==> src/mei_pkg.sv <==
// Shared constants for the Mandelbrot escape-time iteration unit.
package mei_pkg;

  localparam int CoordWidth    = 32;
  localparam int CoordFracBits = 28;
  localparam int ProdWidth     = 2 * CoordWidth;
  localparam int CountWidth    = 16;
  localparam int CfgWidth      = 16;

  localparam logic [CfgWidth-1:0] CfgReset = CfgWidth'(255);

  typedef logic signed [CoordWidth-1:0] coord_t;
  typedef logic signed [ProdWidth-1:0]  prod_t;

endpackage

==> src/mei_if.sv <==
// Point and count channels of the Mandelbrot escape-time iteration unit.
interface mei_point_if;
  import mei_pkg::*;

  logic   valid;
  logic   ready;
  coord_t c_real;
  coord_t c_imag;

  modport source (output valid, output c_real, output c_imag, input ready);
  modport sink (input valid, input c_real, input c_imag, output ready);
endinterface

interface mei_count_if #(
  parameter int COUNT_WIDTH = mei_pkg::CountWidth
);
  logic                   valid;
  logic                   ready;
  logic [COUNT_WIDTH-1:0] iteration_count;

  modport source (output valid, output iteration_count, input ready);
  modport sink (input valid, input iteration_count, output ready);
endinterface

==> src/mei_mul.sv <==
// Shared signed multiplier with registered product.
module mei_mul (
  input  logic            clk,
  input  mei_pkg::coord_t a,
  input  mei_pkg::coord_t b,
  output mei_pkg::prod_t  prod
);
  import mei_pkg::*;

  always_ff @(posedge clk) begin
    prod <= prod_t'(a) * prod_t'(b);
  end
endmodule

==> src/mandelbrot_escape_iterations_unit.sv <==
// Mandelbrot escape-time iteration unit: top level with round sequencer.
// A round steps through S_LIM, S_XX, S_YY, S_XY and S_UPD, paced by the single shared
// 32x32 multiplier that forms zr*zr, zi*zi and zr*zi one after another.
// Throughput: one point at a time; a new point is taken once the last is done.
// Reset: synchronous; clears the sequencer and result valid, limit returns to 255.
module mandelbrot_escape_iterations_unit #(
  parameter int COUNT_WIDTH = mei_pkg::CountWidth
) (
  input  logic                          clk,
  input  logic                          rst,
  input  logic                          cfg_we,
  input  logic [mei_pkg::CfgWidth-1:0]  cfg_wdata,
  mei_point_if.sink                     point,
  mei_count_if.source                   result
);
  import mei_pkg::*;

  localparam int LimWidth = (COUNT_WIDTH > CfgWidth) ? COUNT_WIDTH : CfgWidth;
  localparam logic [LimWidth-1:0] CountMax = LimWidth'({COUNT_WIDTH{1'b1}});
  localparam logic [ProdWidth-1:0] EscFour = ProdWidth'(4) << CoordFracBits;
  localparam logic [CoordFracBits-1:0] FracZero = '0;

  typedef enum logic [2:0] {
    S_IDLE, S_LIM, S_XX, S_YY, S_XY, S_UPD, S_DONE
  } state_t;

  state_t                  state;
  logic [CfgWidth-1:0]     max_iterations;
  coord_t                  cr, ci, zr, zi;
  prod_t                   xx, yy, xy, prod;
  logic                    esc;
  logic [COUNT_WIDTH-1:0]  count;
  logic                    res_valid;
  logic [COUNT_WIDTH-1:0]  res_count;

  coord_t                  mul_a, mul_b;
  logic [LimWidth-1:0]     limit;
  logic [ProdWidth-1:0]    sum_sq, sum_hi;
  logic                    esc_next;
  prod_t                   nr, ni;
  coord_t                  zr_next, zi_next;

  function automatic coord_t sat(input prod_t v);
    coord_t r;
    r = v[CoordWidth-1:0];
    if (v[ProdWidth-1] && !(&v[ProdWidth-1:CoordWidth-1])) begin
      r = {1'b1, {(CoordWidth-1){1'b0}}};
    end else if (!v[ProdWidth-1] && (|v[ProdWidth-1:CoordWidth-1])) begin
      r = {1'b0, {(CoordWidth-1){1'b1}}};
    end
    return r;
  endfunction

  mei_mul u_mul (
    .clk  (clk),
    .a    (mul_a),
    .b    (mul_b),
    .prod (prod)
  );

  always_comb begin
    unique case (state)
      S_LIM: begin
        mul_a = zr;
        mul_b = zr;
      end
      S_XX: begin
        mul_a = zi;
        mul_b = zi;
      end
      default: begin
        mul_a = zr;
        mul_b = zi;
      end
    endcase
  end

  always_comb begin
    limit    = (LimWidth'(max_iterations) > CountMax) ? CountMax : LimWidth'(max_iterations);
    sum_sq   = xx + yy;
    sum_hi   = sum_sq >> CoordFracBits;
    esc_next = (sum_hi > EscFour) ||
               ((sum_hi == EscFour) && (sum_sq[CoordFracBits-1:0] != FracZero));
    nr       = ((xx - yy) >>> CoordFracBits) + prod_t'(cr);
    ni       = (xy >>> (CoordFracBits - 1)) + prod_t'(ci);
    zr_next  = sat(nr);
    zi_next  = sat(ni);
  end

  assign point.ready            = (state == S_IDLE) && !rst;
  assign result.valid           = res_valid;
  assign result.iteration_count = res_count;

  always_ff @(posedge clk) begin
    if (rst) begin
      state          <= S_IDLE;
      max_iterations <= CfgReset;
      res_valid      <= 1'b0;
    end else begin
      if (cfg_we) begin
        max_iterations <= cfg_wdata;
      end
      if ((state == S_DONE) && (!res_valid || result.ready)) begin
        res_valid <= 1'b1;
      end else if (res_valid && result.ready) begin
        res_valid <= 1'b0;
      end
      unique case (state)
        S_IDLE: begin
          if (point.valid) begin
            cr    <= point.c_real;
            ci    <= point.c_imag;
            zr    <= '0;
            zi    <= '0;
            count <= '0;
            state <= S_LIM;
          end
        end
        S_LIM: begin
          if (LimWidth'(count) >= limit) begin
            state <= S_DONE;
          end else begin
            state <= S_XX;
          end
        end
        S_XX: begin
          xx    <= prod;
          state <= S_YY;
        end
        S_YY: begin
          yy    <= prod;
          state <= S_XY;
        end
        S_XY: begin
          xy    <= prod;
          esc   <= esc_next;
          state <= S_UPD;
        end
        S_UPD: begin
          if (esc) begin
            state <= S_DONE;
          end else begin
            zr    <= zr_next;
            zi    <= zi_next;
            count <= count + COUNT_WIDTH'(1);
            state <= S_LIM;
          end
        end
        S_DONE: begin
          if (!res_valid || result.ready) begin
            res_count <= count;
            state     <= S_IDLE;
          end
        end
        default: state <= S_IDLE;
      endcase
    end
  end
endmodule

==> src/flat_wrapper.sv <==
// flat-port wrapper written by rule: the top's interface ports become plain ports
module mandelbrot_escape_iterations_unit_flat import mei_pkg::*;
#(
  parameter int COUNT_WIDTH = mei_pkg::CountWidth
)
  (clk, rst, cfg_we, cfg_wdata, point_valid, point_c_real, point_c_imag, point_ready, result_valid, result_iteration_count, result_ready);
  mei_point_if point_i ();
  mei_count_if #(.COUNT_WIDTH(COUNT_WIDTH)) result_i ();
  input  logic clk;
  input  logic rst;
  input  logic cfg_we;
  input  logic [mei_pkg::CfgWidth-1:0] cfg_wdata;
  input wire logic [$bits(point_i.valid)-1:0] point_valid;
  input wire logic [$bits(point_i.c_real)-1:0] point_c_real;
  input wire logic [$bits(point_i.c_imag)-1:0] point_c_imag;
  output wire logic [$bits(point_i.ready)-1:0] point_ready;
  output wire logic [$bits(result_i.valid)-1:0] result_valid;
  output wire logic [$bits(result_i.iteration_count)-1:0] result_iteration_count;
  input wire logic [$bits(result_i.ready)-1:0] result_ready;
  assign point_i.valid = point_valid;
  assign point_i.c_real = point_c_real;
  assign point_i.c_imag = point_c_imag;
  assign point_ready = point_i.ready;
  assign result_valid = result_i.valid;
  assign result_iteration_count = result_i.iteration_count;
  assign result_i.ready = result_ready;
  mandelbrot_escape_iterations_unit #(.COUNT_WIDTH(COUNT_WIDTH)) u_core (.clk(clk), .rst(rst), .cfg_we(cfg_we), .cfg_wdata(cfg_wdata), .point(point_i), .result(result_i));
endmodule
==> config.mk <==
export PLATFORM = sky130hd
export DESIGN_NAME = mandelbrot_escape_iterations_unit_flat
export DESIGN_NICKNAME = d
export VERILOG_FILES = /design/src/mei_pkg.sv /design/src/mei_if.sv /design/src/mei_mul.sv /design/src/mandelbrot_escape_iterations_unit.sv /design/src/flat_wrapper.sv
export SDC_FILE = /design/constraint.sdc
export NUM_CORES = 2
export LEC_CHECK = 0
export BUFFER_PORTS_ARGS = -buffer_cell sky130_fd_sc_hd__buf_2
export CORE_UTILIZATION = 45
export DETAILED_ROUTE_END_ITERATION = 8
export PLACE_DENSITY = 0.6
export SLEW_MARGIN = 20
export SYNTH_ARGS = -nofsm -noshare
export SYNTH_HDL_FRONTEND = slang
export SYNTH_HIERARCHICAL = 1
export SYNTH_SLANG_ARGS = --single-unit
==> constraint.sdc <==
create_clock -name clk -period 9.15 [get_ports clk]
set_input_delay 0.915 -clock clk [delete_from_list [all_inputs] [get_ports clk]]
set_output_delay 0.915 -clock clk [all_outputs]
set_load 0.01 [all_outputs]
==> flow_metrics.tcl <==
set metrics [dict create \
    status "completed" \
    drt-initial-drc-count 3819 \
    synth-edff-count 326 \
    maxCapViolCount 0 \
    cts_made_buffers 41 \
    postSynthCellCount 6448 \
    yosys.cell_types.count 103 \
    cpMostUsedCell "fa_1" \
    die_h_um 375 \
    io_pins 103 \
    crit_fanout 13 \
    drc 0 \
    cts.sinks 410 \
    r2r-start "u_core/state[2]$_SDFFE_PP0P_" \
    seq_area_frac_synth_pct 18.4 \
    io_buffers 102 \
    die-area_mm2 0.140 \
    syn_nets 8019 \
    end_kind "flop" \
    grt_pass1_wl_um 290000 \
    crit_type "reg2reg" \
    fin_crit_sh_pct 96.9 \
    endpoint "u_core/u_mul/prod[57]$_DFF_P_" \
    num_antenna_cells 0 \
    netlist_area_mm2 0.0625 \
    clk_path_buf_depth 3 \
    vias 46159 \
    cts.reportedPaths.clkPinSlew_ps 60 \
    finalSetupViolations 0 \
    timing.critical_path.from "u_core/state[2]$_SDFFE_PP0P_" \
    synth_area_leaders "fa_1, edfxtp_1, ha_1, inv_1, and2_1" \
    nNetsFinal 8043 \
    r2r_end "u_core/u_mul/prod[57]$_DFF_P_" \
    cp.arrival_ps 9350 \
    postCtsHoldBufs 0 \
    reg2regPathDepth 30 \
    cts_tree "done" \
    initial_core_util_pct 45.4 \
    fin_crit_ps 8870 \
    synth_area_leader_cell "fa_1" \
    grt_pass1_vias 48145 \
    worst_path_max_delay_cell "fa_1" \
    timing.reg2reg.setup_slack_ps 280 \
    synthArstFlopShare_pct 0 \
    wire_per_inst_um 22.7 \
    synth_flop_cell "edfxtp_1" \
    die_x_um 375 \
    post-synth-top-count-cell "inv_1" \
    grt_start_max_net_pins 65 \
    synth_common_cells "inv_1, fa_1, nand2_1" \
    drive_gt1_share_pct 7.98 \
    drv_slew 0 \
    slew_headroom_pct 25.2 \
    place_congestion 0.985 \
    fmax_mhz 113 \
    worst_setup_path_start_kind "flop" \
    synth_top_area_share_pct 34.8 \
    hpwl_um 156000 \
    antenna_left 0 \
    syn_area_per_cell_um2 9.69 \
    rows 136 \
    clockRootBuffer "clkbuf_16" \
    cp_slowest_stage_delay_ps 540 \
    grt_antenna_before_repair 3 \
    fin_worst_skew_ps 42.8 \
    syn2layout_area_growth_pct 7.19 \
    coreArea_mm2 0.138 \
    grt_use_total_pct 26.9 \
    gr-total-overflow 0 \
    htree_levels 2 \
    tightestPinTransition_ps 1120 \
    holdWs_ps 428 \
    firstDrtPassIters 6 \
    wl_um 188000 \
    hold_path_class "reg2reg" \
    drt-vias-per-instance 5.56 \
    worstPathRequired_ps 9630 \
    timing.final.hold_violations 0 \
    ys_ff_latch 410 \
    ys_warn_count 6 \
    clock_latency_ps 600 \
]
-- what timing repair did --
item | in CTS | in global routing
buffers inserted | 0 | 9
hold endpoints to repair | 0 | 0
endpoints found under the setup margin | 0 | 5
resized for setup | 0 | 16
-- layout by cell type, fill, tap and decap left out, types with 64 or more instances in the layout --
cell type and instances:
mux2_2 64, a21o_1 94, and2_1 536, xnor2_1 125, dfxtp_1 84, a21oi_1 305
ha_1 401, nor2_1 223, o21a_1 66, inv_1 1117, nand3_1 70, o21ai_0 106
buf_4 174, fa_1 1084, buf_2 103, edfxtp_1 326, nand2_1 651
-- area by class of cell --
class | instances | area, um2
well taps | 1794 | 2240
inverters | 1123 | 4230
multi-input cells | 4606 | 45600
flip-flops and latches | 410 | 11500
fillers | 12866 | 70700
clock inverters | 20 | 219
repair buffers | 290 | 2060
clock buffers | 56 | 1120
-- through the flow --
| step | area (um2) | util, % | TNS, ps | cells | worst slack [ps] |
|---|---|---|---|---|---|
| 2_1_floorplan | 62500 | - | 0 | 6448 | 230 |
| 5_1_grt | 66900 | 48.6 | -5.13 | 8299 | -5.13 |
| 4_1_cts | 66800 | 48.5 | 0 | 8290 | 224 |
| 6_report | 66900 | 48.6 | 0 | 8299 | 282 |
| 3_5_place_dp | 65500 | 47.6 | 0 | 8214 | 237 |
| 3_3_place_gp | 65500 | 47.6 | 0 | 8214 | 345 |
-- cells by family after synthesis --
| family | count (synthesis) | share of synthesized area, % |
|---|---|---|
| and+or+nand+nor | 1865 | 15.2 |
| adders and majority gates | 1486 | 42.8 |
| buffers and inverters | 1432 | 8.76 |
| AOI/OAI and AO/OA | 975 | 10.6 |
| DFF | 410 | 18.4 |
| xor gates and xnor gates | 184 | 2.58 |
| muxes | 96 | 1.68 |
-- worst min-delay path by stage --
stage,start,endpoint,slack (ps),cells past startpoint
after floorplan,u_core/u_mul/prod[0]$_DFF_P_,u_core/xx[0]$_DFFE_PP_,400,0
after global placement,u_core/u_mul/prod[3]$_DFF_P_,u_core/xx[3]$_DFFE_PP_,410,0
after detailed placement,u_core/u_mul/prod[22]$_DFF_P_,u_core/xx[22]$_DFFE_PP_,410,0
after CTS,u_core/u_mul/prod[14]$_DFF_P_,u_core/yy[14]$_DFFE_PP_,430,0
after global routing,u_core/u_mul/prod[22]$_DFF_P_,u_core/xx[22]$_DFFE_PP_,440,0
final,u_core/u_mul/prod[22]$_DFF_P_,u_core/yy[22]$_DFFE_PP_,430,0
-- routing by layer --
metal | vias to the layer above | global-route usage (%) | share of wire, %
met5 | - | 0 | 0
met4 | 0 | 7.52 | 3.0
met3 | 217 | 3.78 | 6.8
met2 | 1472 | 41.9 | 45
met1 | 23701 | 39.2 | 46
li1 | 20769 | - | -
-- flip-flops by register name, summed over array words and instances, names as in the netlist --
name,cells
u_core/u_mul/prod,64
u_core/xx,64
u_core/yy,64
u_core/xy,37
u_core/ci,32
u_core/cr,32
u_core/zi,32
u_core/zr,32
u_core/count,16
u_core/max_iterations,16
u_core/result.iteration_count,16
u_core/state,3
u_core/esc,1
u_core/result.valid,1
-- critical path: cells and delay by family (launching register included) --
| kind | cells | cell delay (ps) |
|---|---|---|
| AO/OA/AOI/OAI | 9 | 2320 |
| XOR/XNOR | 1 | 150 |
| adder cells (fa/ha/maj) | 9 | 4250 |
| buffers and inverters | 7 | 780 |
| AND/OR/NAND/NOR | 3 | 500 |
| multiplexers | 1 | 400 |
| flip-flops | 1 | 320 |
Power is left out: the tool's default activity adds up to more than one toggle a clock period on the data nets, which glitch-free logic cannot reach.
